### src/rtl/core/cew_pkg.sv
`timescale 1ns / 1ps
`default_nettype none
package cew_pkg;

	// defaults for the top-level parameters
	localparam int COORD_WIDTH_DEF = 18;
	localparam int FRAC_BITS_DEF   = 16;

	// result widths, fixed by the output format
	localparam int WEIGHT_W = 32;
	localparam int ROOT_W   = 32;

	// back-end control
	typedef enum logic [1:0] {
		BK_IDLE,
		BK_MUL,
		BK_ITER,
		BK_FIN
	} bk_state_t;

	// multiply sequence: products for dot and cross, then split squares
	typedef enum logic [4:0] {
		ST_DOT_X, ST_DOT_Y, ST_DOT_Z,
		ST_CX_P, ST_CX_N, ST_CY_P, ST_CY_N, ST_CZ_P, ST_CZ_N,
		ST_SX_LL, ST_SX_LH, ST_SX_HH,
		ST_SY_LL, ST_SY_LH, ST_SY_HH,
		ST_SZ_LL, ST_SZ_LH, ST_SZ_HH,
		ST_SD_LL, ST_SD_LH, ST_SD_HH,
		ST_DONE
	} step_t;

endpackage
`default_nettype wire

### src/rtl/core/cew_front.sv
`timescale 1ns / 1ps
`default_nettype none
module cew_front #(
	parameter int CoordW = cew_pkg::COORD_WIDTH_DEF,
	parameter int TdW    = ((9 * cew_pkg::COORD_WIDTH_DEF + 7) / 8) * 8,
	parameter int EntW   = 6 * (cew_pkg::COORD_WIDTH_DEF + 1) + 1
) (
	input  wire logic            clk,
	input  wire logic            arst_n,
	input  wire logic            s_tvalid,
	output logic                 s_tready,
	input  wire logic [TdW-1:0]  s_tdata,
	input  wire logic            s_tlast,
	output logic                 push_valid,
	input  wire logic            push_ready,
	output logic [EntW-1:0]      push_data
);
	import cew_pkg::*;

	localparam int DifW = CoordW + 1;

	logic signed [CoordW-1:0] crd [9];
	logic signed [DifW-1:0]   ux, uy, uz, vx, vy, vz;
	logic                     v_s1;
	logic [EntW-1:0]          ent_s1;

	// unpack coordinates
	always_comb begin
		for (int k = 0; k < 9; k++) begin
			crd[k] = s_tdata[k*CoordW +: CoordW];
		end
	end

	// edge vectors seen from the opposite vertex
	assign ux = DifW'(crd[0]) - DifW'(crd[6]);
	assign uy = DifW'(crd[1]) - DifW'(crd[7]);
	assign uz = DifW'(crd[2]) - DifW'(crd[8]);
	assign vx = DifW'(crd[3]) - DifW'(crd[6]);
	assign vy = DifW'(crd[4]) - DifW'(crd[7]);
	assign vz = DifW'(crd[5]) - DifW'(crd[8]);

	assign s_tready = !v_s1 || push_ready;

	// stage register toward the queue
	always_ff @(posedge clk or negedge arst_n) begin
		if (!arst_n) begin
			v_s1 <= 1'b0;
		end else if (s_tready) begin
			v_s1 <= s_tvalid;
		end
	end

	always_ff @(posedge clk) begin
		if (s_tvalid && s_tready) begin
			ent_s1 <= {s_tlast, vz, vy, vx, uz, uy, ux};
		end
	end

	assign push_valid = v_s1;
	assign push_data  = ent_s1;

endmodule
`default_nettype wire

### config.mk
export PLATFORM = sky130hd
export DESIGN_NAME = cew_front
export DESIGN_NICKNAME = d
export VERILOG_FILES = /design/src/rtl/core/cew_pkg.sv /design/src/rtl/core/cew_front.sv
export SDC_FILE = /design/constraint.sdc
export NUM_CORES = 1
export LEC_CHECK = 0
export BUFFER_PORTS_ARGS = -buffer_cell sky130_fd_sc_hd__buf_4
export CAP_MARGIN = 15
export CORE_AREA = 3 3 140 142
export CTS_CLUSTER_DIAMETER = 60
export CTS_CLUSTER_SIZE = 14
export DETAILED_ROUTE_END_ITERATION = 7
export DIE_AREA = 0 0 143 145
export PLACE_DENSITY_LB_ADDON = 0.25
export SYNTH_ARGS = -nofsm -noshare
export SYNTH_HDL_FRONTEND = slang
export SYNTH_SLANG_ARGS = --single-unit
### constraint.sdc
create_clock -name clk -period 3.4 [get_ports clk]
set_clock_uncertainty 0.05 [all_clocks]
set_input_delay 0 -clock clk [delete_from_list [all_inputs] [get_ports clk]]
set_output_delay 0 -clock clk [all_outputs]
set_load 0.05 [all_outputs]
* Word-level counts from Yosys, hierarchy flattened
Index checks and enable logic that the tools add are counted.
** Cells by class
- $add $sub $neg :: 6
- Multipliers :: 0
- Div/mod/pow operators :: 0
- Magnitude comparators :: 0
- Equal/unequal tests :: 0
- Shift-type cells :: 0
- Muxes and demuxes :: 0
- Bitwise operators :: 0
- Reductions and logical operators :: 3
** Operators with widths (count)
- $sub A18 B18 Y19 :: 6
- $logic_and A1 B1 Y1 :: 1
- $logic_not A1 Y1 :: 1
- $logic_or A1 B1 Y1 :: 1
** Word-level totals
- Bits in registers :: 116
- Latch bits :: 0
- Bits in writable memories :: 0
- ROM bits :: 0
- Output and inout bits :: 117
- Word-level logic and storage cells :: 11
- Memories kept :: 0

* Longest topological paths before layout
- Word-level depth :: 3
- Depth in mapped cells :: 11
- Gate-level depth less buffers :: 11

* Worst setup path after synthesis
No wires, ideal clock.
- Kind :: register -> register
- Start point :: reg v_s1 (netlist: push_valid)
- End point :: reg ent_s1[0] (netlist: push_data[0]) (enable)
- Arrival time :: 3.789 ns
- Data required time :: 2.863 ns
- Slack :: -0.926 ns
- Stages on the path, launching flop included :: 3
- Path buffers :: 0
- Period minus slack after synthesis :: 4.326 ns
- Cell sequence :: dfrtp_1 nand2b_1 and2_1
** On the way
- Longest elaborated chain between the ends :: 3
** Ends and longest elaborated chain
- start: declaration :: RTL line cew_front.sv:24 : logic v_s1;
- start signal: assignment :: RTL line cew_front.sv:49 : v_s1 <= s_tvalid;
- $logic_not A1 Y1 :: RTL line cew_front.sv:42 : assign s_tready = !v_s1 || push_ready;
- $logic_or A1 B1 Y1 :: RTL line cew_front.sv:42
- via s_tready :: RTL line cew_front.sv:11 : output logic s_tready,
- $logic_and A1 B1 Y1 :: RTL line cew_front.sv:54 : if (s_tvalid && s_tready) begin
- end signal: assignment :: RTL line cew_front.sv:55 : ent_s1 <= {s_tlast, vz, vy, vx, uz, uy, ux};
- end: declaration :: RTL line cew_front.sv:25 : logic [EntW-1:0] ent_s1;
The timed path passes the listed nets, and every way through them passes these cells.
A chain may end at the register's enable or synchronous reset.

* Final worst setup path
- Start point :: in s_tdata[108]
- End point :: reg ent_s1[73] (netlist: push_data[73]) (data pin)
** On the way
- Longest elaborated chain between the ends :: 1
** Ends and longest elaborated chain
- start: declaration :: RTL line cew_front.sv:12 : input wire logic [TdW-1:0] s_tdata,
- $sub A18 B18 Y19 :: RTL line cew_front.sv:38 : assign vx = DifW'(crd[3]) - DifW'(crd[6]);
- via vx[16] :: RTL line cew_front.sv:23 : logic signed [DifW-1:0] ux, uy, uz, vx, vy, vz;
The timed path passes the listed nets, and every way through them passes these cells.

==> flow_metrics.py <==
metrics = {
    "route": {
        "ant_nets": 0,
        "wl_um": 22440,
        "routedWlPerCell_um": 15.89,
        "drtIter0Drc": 407,
        "drc": 0,
        "first_pass_iters": 5,
        "avgViaCountPerCell": 5.304,
        "via_count": 7489,
    },
    "synthesis": {
        "ys_async_sr_fraction_pct": 0.8621,
        "avgSynthCellArea_um2": 10.16,
        "synth_top_area_share_pct": 40.05,
        "synthFlopType": "edfxtp_1",
        "yosysWarnings": 0,
        "synth_edf_count": 115,
        "syn_area_mm2": 0.008623,
        "yosys-top-cells-area": "edfxtp_1, ha_1, xnor2_1, a21oi_1, inv_1",
        "syn_nets": 1136,
        "ys_seq_area_share_pct": 40.34,
        "syn_inst": 849,
        "synth_cell_types": 57,
        "synth_top_area_cell": "edfxtp_1",
        "synth-seq-cells": 116,
    },
    "finish": {
        "num-fill-cells": 1548,
        "drive_gt1_share_pct": 28.18,
        "layout_common_cells": "buf_4, edfxtp_1, ha_1",
        "final_common_cell": "buf_4",
        "multi_input_area_mm2": 0.004776,
        "antenna-diode-count": 0,
        "nets": 1452,
        "area_growth_pct": 37.07,
        "register_area_mm2": 0.003478,
    },
    "pwr": {
        "vdd_drop_max_v": 0.0003430,
        "power_mw": 5.650,
        "cellLeakagePower_nw": 5.400,
        "power.density_mw_per_mm2": 478.0,
    },
    "global_routing": {
        "grt_util_met3_pct": 6.394,
        "met2_usage_pct": 35.22,
        "grt_pass1_wl_um": 35030,
        "grt_pass1_vias": 7473,
        "grt_antenna_before_repair": 0,
        "grt_max_degree": 45,
        "grt.busiest_layer": "met2",
        "grtUsageMet1_pct": 24.38,
        "grt_util_all_layers_pct": 20.99,
        "overflow": 0,
    },
    "run_status": {
        "run_status": "finished, final reports clean",
    },
    "worst_setup_path": {
        "cp.arrival_ns": 2.73,
        "timing.rr.start": "push_valid$_DFFE_PN0N_",
        "path_max_fanout": 3,
        "rr_worst_depth": 3,
        "end_kind": "flip-flop",
        "cp-start-kind": "input pin",
        "timing.rr.end": "push_data[113]$_DFFE_PP_",
        "path_class": "in2reg",
        "reg2reg_slack_ns": 1.65,
        "cp.required_ns": 3.51,
    },
    "clock_network": {
        "htree_levels": 4,
        "postCtsSetupBuffers": 0,
        "cts_buffers": 17,
        "cts_tree": "done",
        "clock-sinks": 116,
        "post_cts_resized": 0,
        "ctsRootBufferMaster": "clkbuf_16",
        "clkTransAtPathRegs_ns": 0.06,
        "clockBufferDepth": 2,
        "clk_latency_ns": 0.41,
    },
    "worst_hold_path": {
        "min_path_cells": 4,
        "min_from": "s_tdata[54]",
        "min_to": "push_data[57]$_DFFE_PP_",
        "hold_path.class": "in2reg",
    },
    "timing": {
        "hold_ws_ns": 0.01329,
        "worst_slew_pin_slew_ns": 0.5679,
        "final-setup-viol-count": 0,
        "fmaxAchievable_mhz": 380.5,
        "timing.final.crit_share_pct": 77.29,
        "grt_setup_unrepaired": "no",
        "final_hold_viol_count": 0,
        "fin_crit_ns": 2.628,
        "tns_ns": 0,
        "maxSlewViolCount": 0,
        "slew_headroom_pct": 61.82,
    },
    "place": {
        "io_buffers": 283,
        "dp_hpwl_um": 17750,
        "gp_congestion": 0.9367,
    },
    "floorplan": {
        "dieArea_mm2": 0.02074,
        "die_h_um": 145,
        "coreArea_mm2": 0.01858,
        "io_pins": 290,
        "row_count": 50,
        "start_util_pct": 46.41,
        "die_w_um": 143,
    },
    "job": {
        "cap_violations": 0,
    },
}
-- timing repair --
item / 4_1_cts / 5_1_grt
hold buffers: 20 / 0
setup endpoints to repair: 0 / 0
endpoints found under the hold margin: 17 / 0
-- cell usage after synthesis (10+ instances only) --
cell,number
a211oi_1,13
a21o_1,25
a21oi_1,80
a31oi_1,10
edfxtp_1,115
ha_1,108
inv_1,90
nand2_1,49
nand3_1,21
nor2_1,41
nor2b_1,10
nor3_1,12
o21a_1,23
o21ai_0,40
o21ai_1,12
o21bai_1,10
xnor2_1,58
xor2_1,32
-- area by class of cell --
type                       count  area share, %
multi-input combinational    634          40.40
clock buffer                  21          3.726
inverter                      90          2.858
sequential                   116          29.43
timing repair buffer         306          19.96
tap                          234          2.477
clock inverter                11          1.143
-- sequential cells by signal (all words and copies together) (netlist names) --
register,flops
push_data,115
push_valid,1
-- power by group --
part	switching, mW	internal (mW)
clock network	0.635	1.14
logic	1.24	0.771
registers	0.0436	1.81
total	1.92	3.73
-- kinds of logic after synthesis --
logic type | share of synthesized area (%)
compound gates | 19.88
fa+ha+maj | 17.06
buf+inv | 4.309
xor+xnor | 9.141
mux | 0.1161
flops | 40.34
simple gates | 9.156
-- routing by layer --
layer | wire, um | part of all wire [%]
met1 | 9027 | 40
met2 | 10740 | 48
met3 | 1906 | 8.5
met4 | 770 | 3.4
met5 | 0 | 0
-- how the worst max path moves through the flow --
stage / endpoint / from / slack (ns)
final: push_data[73]$_DFFE_PP_ / s_tdata[108] / 0.77
after global routing: push_data[18]$_DFFE_PP_ / s_tdata[108] / 0.61
after CTS: push_data[73]$_DFFE_PP_ / s_tdata[108] / 0.78
after detailed placement: push_data[33]$_DFFE_PP_ / s_tdata[18] / 0.82
after global placement: push_data[33]$_DFFE_PP_ / s_tdata[18] / 0.87
after floorplan: push_data[0]$_DFFE_PP_ / push_valid$_DFFE_PN0N_ / 0.32
-- worst max-delay path, stage by stage --
cell,delay [ns]
dlygate4sd3_1,0.54
buf_4,0.11
ha_1,0.15
inv_1,0.06
fa_1,0.41
a21o_1,0.19
and3_1,0.20
o31ai_1,0.39
o31a_1,0.25
o21ai_1,0.12
a31oi_1,0.22
xnor2_1,0.08
-- per-stage QoR --
stage          util, %  setup slack, ns  cell area [um2]  cells
2_1_floorplan        -           0.3191             8625    849
3_3_place_gp     59.44           0.8715            11040   1360
3_5_place_dp     59.44           0.8202            11040   1360
4_1_cts          63.62           0.7826            11820   1412
5_1_grt          63.62           0.6097            11820   1412
6_report         63.62           0.7720            11820   1412
Note: power is estimated with default switching activity, not from simulation.
