==> config.mk <==
export PLATFORM = sky130hd
export DESIGN_NAME = cew_queue
export DESIGN_NICKNAME = d
export VERILOG_FILES = /design/src/rtl/core/cew_pkg.sv /design/src/rtl/core/cew_queue.sv
export SDC_FILE = /design/constraint.sdc
export NUM_CORES = 1
export LEC_CHECK = 0
export BUFFER_PORTS_ARGS = -buffer_cell sky130_fd_sc_hd__buf_2
export CORE_MARGIN = 5
export CORE_UTILIZATION = 30
export DETAILED_ROUTE_END_ITERATION = 16
export PLACE_DENSITY = 0.51
export SLEW_MARGIN = 20
export SYNTH_ARGS = -nofsm -noshare
export SYNTH_HDL_FRONTEND = slang
export SYNTH_SLANG_ARGS = --single-unit
==> constraint.sdc <==
create_clock -name clk -period 5.75 [get_ports clk]
set_input_delay 0.2875 -clock clk [delete_from_list [all_inputs] [get_ports clk]]
set_output_delay 0.2875 -clock clk [all_outputs]
set_load 0.01 [all_outputs]
==> src/rtl/core/cew_pkg.sv <==
`timescale 1ns / 1ps
`default_nettype none
package cew_pkg;

	// defaults for the top-level parameters
	localparam int COORD_WIDTH_DEF = 18;
	localparam int FRAC_BITS_DEF   = 16;

	// result widths, fixed by the output format
	localparam int WEIGHT_W = 32;
	localparam int ROOT_W   = 32;

	// back-end control
	typedef enum logic [1:0] {
		BK_IDLE,
		BK_MUL,
		BK_ITER,
		BK_FIN
	} bk_state_t;

	// multiply sequence: products for dot and cross, then split squares
	typedef enum logic [4:0] {
		ST_DOT_X, ST_DOT_Y, ST_DOT_Z,
		ST_CX_P, ST_CX_N, ST_CY_P, ST_CY_N, ST_CZ_P, ST_CZ_N,
		ST_SX_LL, ST_SX_LH, ST_SX_HH,
		ST_SY_LL, ST_SY_LH, ST_SY_HH,
		ST_SZ_LL, ST_SZ_LH, ST_SZ_HH,
		ST_SD_LL, ST_SD_LH, ST_SD_HH,
		ST_DONE
	} step_t;

endpackage
`default_nettype wire

==> src/rtl/core/cew_queue.sv <==
`timescale 1ns / 1ps
`default_nettype none
module cew_queue #(
	parameter int EntW = 6 * (cew_pkg::COORD_WIDTH_DEF + 1) + 1
) (
	input  wire logic            clk,
	input  wire logic            arst_n,
	input  wire logic            push_valid,
	output logic                 push_ready,
	input  wire logic [EntW-1:0] push_data,
	output logic                 pop_valid,
	input  wire logic            pop_ready,
	output logic [EntW-1:0]      pop_data
);
	import cew_pkg::*;

	logic [EntW-1:0] mem_q [2];
	logic            wr_ptr_q, rd_ptr_q;
	logic [1:0]      cnt_q;
	logic            push, pop;

	assign push_ready = (cnt_q != 2'd2);
	assign pop_valid  = (cnt_q != 2'd0);
	assign push       = push_valid && push_ready;
	assign pop        = pop_valid && pop_ready;
	assign pop_data   = mem_q[rd_ptr_q];

	// pointers and fill count
	always_ff @(posedge clk or negedge arst_n) begin
		if (!arst_n) begin
			wr_ptr_q <= 1'b0;
			rd_ptr_q <= 1'b0;
			cnt_q    <= 2'd0;
		end else begin
			if (push) wr_ptr_q <= !wr_ptr_q;
			if (pop)  rd_ptr_q <= !rd_ptr_q;
			cnt_q <= cnt_q + 2'(push) - 2'(pop);
		end
	end

	// storage
	always_ff @(posedge clk) begin
		if (push) begin
			mem_q[wr_ptr_q] <= push_data;
		end
	end

endmodule
`default_nettype wire

======== Word-level counts from Yosys, hierarchy flattened ========
Memory sizes are Yosys's and may differ from the RTL's.
Cells that the tools add are included.
cells by class
  $add $sub $neg .......................... 2
  equal/unequal tests ..................... 1
  muxes and demuxes ....................... 2
  reductions and logical operators ........ 5
operators with widths
  cell                  number
  $add A2 B1 Y2         1
  $logic_and A1 B1 Y1   2
  $logic_not A1 Y1      2
  $mux W1               2
  $ne A2 B2 Y1 const B  1
  $reduce_bool A2 Y1    1
  $sub A2 B1 Y2         1
storage, ports and cells
  register bits after elaboration ......... 4
  RAM bits ................................ 230
  output and inout bits ................... 117
  word-level logic and storage cells ...... 14
  memories ................................ 1
memories
  name   words  width  rd ports  clocked after memory_dff  write ports  RTL line         source
  mem_q  2      115    1         0                         1            cew_queue.sv:17  logic [EntW-1:0] mem_q [2];

======== Logic depth before layout (Yosys ltp) ========
Gate-level depths: netlist of the first run.
  depth in word-level cells ............... 4
  mapped depth ............................ 5

======== Least setup slack after synthesis of the first run ========
Ideal clock, no wire load.
  kind .................................... register to register
  from .................................... reg cnt_q[0]
  to ...................................... mem mem_q[0][0] (netlist name) (enable)
  data arrival time ....................... 5.475 ns
  path slack .............................. -0.315 ns
  stages on the path, launching flop included .. 4
  path buffers ............................ 0
  path through ............................ dfrtp_1 > nand2b_1 > nand2_1 > nor2_1
between the ends
  cells in the longest elaborated chain, start to end .. 4
ends and longest elaborated chain
  item                           RTL line         source
  from (decl)                    cew_queue.sv:19  logic [1:0] cnt_q;
  from (signal assigned)         cew_queue.sv:37  cnt_q <= cnt_q + 2'(push) - 2'(pop);
  $ne A2 B2 Y1                   cew_queue.sv:22  assign push_ready = (cnt_q != 2'd2);
  named net push_ready           cew_queue.sv:9   output logic push_ready,
  $logic_and A1 B1 Y1            cew_queue.sv:24  assign push = push_valid && push_ready;
  $mux W1                        cew_queue.sv:43  if (push) begin
  $mux W1 (not written as such)  cew_queue.sv:44  mem_q[wr_ptr_q] <= push_data;
  to (decl)                      cew_queue.sv:17
The timed path passes the listed nets, and every way through them passes these cells.

======== Worst setup path in the final report of the first run ========
  from .................................... reg rd_ptr_q
  to ...................................... out pop_data[45]
between the ends
  cells in the longest elaborated chain, start to end .. 1
ends and longest elaborated chain
  item                    RTL line         source
  from (decl)             cew_queue.sv:18  logic wr_ptr_q, rd_ptr_q;
  from (signal assigned)  cew_queue.sv:36  if (pop) rd_ptr_q <= !rd_ptr_q;
  $mem_v2 Z2 W115         --
  to (decl)               cew_queue.sv:13  output logic [EntW-1:0] pop_data
Every way passes these cells.

==> results of run 1 <==
-- critical path, cell delays in order (launching register included) --
cell	delay [ps]
dfrtp_4	830
buf_4	670
mux2_2	430
buf_2	150
-- registers in the layout (all words and copies together) (netlist names) --
signal    cells
mem_q       230
wr_ptr_q      1
cnt_q         2
rd_ptr_q      1
-- report_power, final --
group	total [W]	switching, W	internal [W]
clock network	0.00160	0.000620	0.000984
registers	0.00249	0.000152	0.00234
logic	0.00169	0.000861	0.000827
-- layer usage --
| layer | track usage | vias up | wire, um |
|---|---|---|---|
| met5 | 0 | - | 0 |
| met4 | 0.02692 | 0 | 422 |
| met3 | 0.03775 | 27 | 1467 |
| met2 | 0.1825 | 167 | 8776 |
| met1 | 0.1316 | 2273 | 7422 |
| li1 | - | 2262 | - |
-- worst max-delay path by stage --
stage / to / slack (ps) / cells past startpoint
finish: pop_data[45] / 2790 / 3
detailed placement: mem_q[1][76] / 3160 / 3
CTS: pop_data[45] / 2700 / 3
global placement: mem_q[1][76] / 3250 / 3
global route: pop_data[23] / 2620 / 3
floorplan: mem_q[0][0] / 1620 / 3
-- Yosys cell counts (all sizes together) --
cell type	number
a311oi	1
and3	1
buf	13
dfrtp	4
edfxtp	230
ha	1
mux2	115
nand2	2
nand2b	1
nand3	1
nor2	3
nor2b	1
nor4bb	1
o21ai	1
o21ba	1
or2	1
xnor2	3
-- kinds of logic after synthesis --
| kind of cell | share of synthesized area |
|---|---|
| AOI/OAI and AO/OA | 0.002740 |
| buffers and inverters | 0.01182 |
| adders and majority gates | 0.001442 |
| muxes | 0.1666 |
| and+or+nand+nor | 0.006780 |
| DFF | 0.8076 |
| xor gates and xnor gates | 0.003029 |
-- what timing repair did --
| action | CTS | global route |
|---|---|---|
| hold buffers | 116 | 0 |
| buffers inserted | 0 | 0 |
| endpoints found under the setup margin | 0 | 0 |
| hold endpoints to repair | 234 | 0 |
-- cell type report --
cell class                      instances  area, um2  area share
Clock inverter                         16      153.9     0.01252
Sequential cell                       234       7010      0.5705
Tap cell                              384      480.5     0.03910
Multi-Input combinational cell        133       1579      0.1285
Clock buffer                           31      690.7     0.05620
Timing Repair Buffer                  356       2375      0.1932
-- metrics by stage --
| step | hold slack, ps | area [um2] | cells | util | total power [W] |
|---|---|---|---|---|---|
| floorplan | -8.091 | 8678 | 380 | - | 0.003607 |
| global placement | 97.41 | 10280 | 991 | 0.3593 | 0.004158 |
| detailed placement | 107.2 | 10280 | 991 | 0.3593 | 0.004198 |
| CTS | 37.16 | 12290 | 1154 | 0.4293 | 0.005902 |
| global route | 47.50 | 12290 | 1154 | 0.4293 | 0.006092 |
| finish | 68.43 | 12290 | 1154 | 0.4293 | 0.005781 |
==> impl_metrics.toml, run 1 <==
[detailed_routing]
drcViolationCount = 0
post_drt_wl_per_cell_um = 15.67
via_count = 4729
first_pass_iters = 4
initialDrtViolationCount = 140
viasPerCell = 4.098
ant_nets = 0
totalWireLength_um = 18090

[synth]
ys_ff_latch = 234
syn_inst = 380
netlist_area_um2 = 8676
synth.area.top_cells = "edfxtp_1 (80%), mux2_2 (9.7%), mux2_4 (6.9%)"
synth_nets = 500
synth.avg_cell_area_um2 = 22.83
yosysTopAreaCellShare = 0.7961
yosysTopAreaCell = "edfxtp_1"
ys_seq_area_frac = 0.8076
yosysWarnings = 0
synthDistinctLibCells = 19

[layout]
n_antenna_cell = 0
syn_to_final_growth_pct = 41.65
drive_gt1_frac = 0.5130
final.fill_count = 2543
num-nets-final = 871
final_common_cell = "buf_2"
final_cell_mix = "buf_2 (235), edfxtp_1 (230), dlygate4sd3_1 (116)"

[clocking]
numCtsBuffers = 26
clk-insertion-delay-late_ps = 520
root_buffer = "clkbuf_16"
ctsLongestPathBuffers = 3
htreeDepth = 1
tritoncts = "done"
cts.sinks = 234
ctsResizeCount = 0
clk_pin_slew_ps = 50

[timing]
rsz0062_at_grt = "false"
finClkSkew_ps = 15.50
tns_ps = 0
hold_viol = 0
setup_ws_ps = 2791
layout_min_cycle_time_ps = 2959
slew_headroom = 0.4300
min_period_over_period = 0.5146
setup_viol = 0
fmax_mhz = 337.9
timing.final.max_slew_violations = 0
tightest_slew_ps = 855.0

[place]
post-dp-hpwl_um = 11960
place_congestion = 0.7242
dp_worst_setup_slack_ps = 3160
numPortBuffers = 235

[worst_hold_path]
hold_path_end = "rd_ptr_q"
hold_class = "in -> reg"
hp-start = "pop_ready"
whs_path_depth = 3

[power_and_ir_drop]
vdd_ir_drop_max_mv = 0.3152
p_leak_nw = 4.693
power-per-cell-area_nw_per_um2 = 470.4

[global_routing]
grt_pass1_vias = 5245
antenna_found_initial = 0
grt_pass1_wl_um = 28390
grt_max_degree = 63
grt.total_usage = 0.1073
grt_overflow_total = 0

[die]
ioPinCount = 236
coreArea_um2 = 28630
rows = 62
dieArea_um2 = 32420
initial_core_util = 0.3031
dieWidth_um = 180.1
die_h_um = 180.1

[critical_path]
worst_ep_required_time_ps = 5460
r2r-end = "mem_q[1][59]"
critical_path_class = "reg -> out"
worstPathArrival_ps = 2670
start_kind = "register"
rr_worst_depth = 3
path_max_fanout = 45
crit_start = "rd_ptr_q"
rr_startpoint = "cnt_q[0]"
reg2reg_setup_slack_ps = 3240
worst_setup_path_end_kind = "primary output"

[flow_run]
cap_viol_max_count = 0

[status]
outcome = "finished, final reports clean"
No activity file was read; power rests on OpenSTA's default activity.
==> run 2, diff against run 1 <==
--- a/config.mk
+++ b/config.mk
@@ -9,7 +9,7 @@
 export CORE_MARGIN = 5
 export CORE_UTILIZATION = 30
 export DETAILED_ROUTE_END_ITERATION = 16
-export PLACE_DENSITY = 0.51
+export PLACE_DENSITY = 0.5
 export SLEW_MARGIN = 20
 export SYNTH_ARGS = -nofsm -noshare
 export SYNTH_HDL_FRONTEND = slang
==> constraint.sdc (replaced) <==
create_clock -name clk -period 3.11 [get_ports clk]
set_input_delay 0.1555 -clock clk [delete_from_list [all_inputs] [get_ports clk]]
set_output_delay 0.1555 -clock clk [all_outputs]
set_load 0.01 [all_outputs]
==> impl_metrics.toml, run 2 (same netlist as run 1, synthesis figures left out) <==
[power_and_ir_drop]
p_comb_frac = 0.298
vdd_ir_drop_max_mv = 0.4814
power-per-cell-area_nw_per_um2 = 869.2
switching_share = 0.2823
p_int_w = 0.007718
p_seq_frac = 0.425
switchingPower_w = 0.003036
p_leak_nw = 4.733
clkPwrFrac = 0.277

[detailed_routing]
post_drt_wl_per_cell_um = 15.93
ant_nets = 0
initialDrtViolationCount = 192
via_count = 4842
drcViolationCount = 0
viasPerCell = 4.171
first_pass_iters = 6
totalWireLength_um = 18500

[global_routing]
antenna_found_initial = 2
grt_pass1_wl_um = 28940
grt_max_degree = 69
grt.total_usage = 0.1091
grt_pass1_vias = 5374
grt_overflow_total = 0

[layout]
num-nets-final = 876
final_area_um2 = 12370
final_cell_mix = "buf_2 (235), edfxtp_1 (230), dlygate4sd3_1 (118)"
drive_gt1_frac = 0.5129
top_register = "mem_q"
ff_latch_area_um2 = 7010
largest_register_ffs = 230
multi_input_area_um2 = 1579
reg_top3 = "mem_q: 230 flops, cnt_q: 2 flops"
final.fill_count = 2535
final_common_cell = "buf_2"
syn_to_final_growth_pct = 42.62

[clocking]
root_buffer = "clkbuf_16"
ctsResizeCount = 0
clk_pin_slew_ps = 60
tritoncts = "done"
ctsLongestPathBuffers = 3
cts.sinks = 234
cts_setup_buffers = 0
numCtsBuffers = 26
clk-insertion-delay-late_ps = 510
htreeDepth = 1
hold_buffers = 118

[place]
placedInstanceArea_um2 = 10340
numPortBuffers = 235
post-dp-hpwl_um = 11970
place_congestion = 0.7000

[critical_path]
rr_worst_depth = 3
worst_setup_path_end_kind = "primary output"
path_max_fanout = 30
crit_end = "pop_data[53]"
reg2reg_setup_slack_ps = 1220
max_stage_delay_ps = 770
crit_family = "flip-flops"
rr_startpoint = "cnt_q[0]"
start_kind = "register"
cp_num_buf_inv = 2
worst_ep_required_time_ps = 2950
path_cells = "buf_4 > mux2_2 > buf_2"
worst-path-stages = 3
worst_path_max_delay_cell = "dfrtp_4"
r2r-end = "mem_q[1][106]"
critical_path_class = "reg -> out"
worstPathArrival_ps = 2280
crit_start = "rd_ptr_q"

[timing]
timing.final.max_slew_violations = 0
slew_headroom = 0.5717
tightest_slew_ps = 642.4
rsz0062_at_grt = "false"
tns_ps = 0
layout_min_cycle_time_ps = 2432
min_period_over_period = 0.7819
finClkSkew_ps = 5.045
setup_viol = 0
hold_viol = 0
fmax_mhz = 411.2

[die]
coreArea_um2 = 28630
die_h_um = 180.1
ioPinCount = 236
dieArea_um2 = 32420
dieWidth_um = 180.1
rows = 62
initial_core_util = 0.3031

[flow_run]
cap_viol_max_count = 0

[status]
outcome = "finished, final reports clean"

[worst_hold_path]
hold_class = "in -> reg"
run 2: cell types whose count changed in the layout (fill, tap and decap cells not counted):
cell           change
clkinv_1           +1
diode_2            +1
clkinv_2           +1
dlygate4sd3_1      +2
clkinvlp_4         -1
buf_12             +3
run 2: worst min path at each step:
| stage | startpoint | end | depth (start not counted) |
|---|---|---|---|
| final | push_valid | wr_ptr_q | 3 |
| after global routing | push_valid | wr_ptr_q | 3 |
| after CTS | push_valid | wr_ptr_q | 3 |
| after detailed placement | arst_n | cnt_q[0] | 1 |
| after global placement | arst_n | cnt_q[0] | 1 |
| after floorplan | arst_n | cnt_q[0] | 0 |
run 2: final cells by class:
class | count | area share
Clock buffer | 31 | 0.05582
Multi-Input combinational cell | 133 | 0.1276
Antenna cell | 1 | 0.0002022
Clock inverter | 17 | 0.01254
Sequential cell | 234 | 0.5666
Tap cell | 384 | 0.03883
Timing Repair Buffer | 361 | 0.1984
run 2: power groups by stage:
stage | logic [W] | registers, W | clock network [W]
after detailed placement | 0.00317 | 0.00465 | 0
after CTS | 0.00330 | 0.00459 | 0.00309
after global routing | 0.00347 | 0.00464 | 0.00322
final | 0.00321 | 0.00457 | 0.00298
after global placement | 0.00314 | 0.00461 | 0
after floorplan | 0.00211 | 0.00452 | 0
run 2: metrics by stage:
| step | cells | hold slack (ps) | setup slack (ps) | util | power, W |
|---|---|---|---|---|---|
| finish | 1161 | 61.60 | 678.3 | 0.4322 | 0.01075 |
| global route | 1161 | 57.50 | 546.8 | 0.4322 | 0.01133 |
| CTS | 1160 | 11.65 | 609.5 | 0.4322 | 0.01098 |
| detailed placement | 994 | -14.51 | 1177 | 0.3614 | 0.007823 |
| global placement | 994 | -17.18 | 1196 | 0.3614 | 0.007751 |
| floorplan | 380 | -140.1 | 262.8 | - | 0.006627 |
run 2: worst register-to-register path, cell delays in order, from the launching register on:
cell,delay [ps]
dfrtp_1,440
nand2b_1,200
and3_4,540
buf_12,350
run 2: metal layers:
layer,vias up,GRT usage,share of wire
met1,2340,0.1293,0.40
met5,-,0,0.00038
met2,189,0.1878,0.49
met3,35,0.04078,0.085
li1,2276,-,-
met4,2,0.02964,0.026
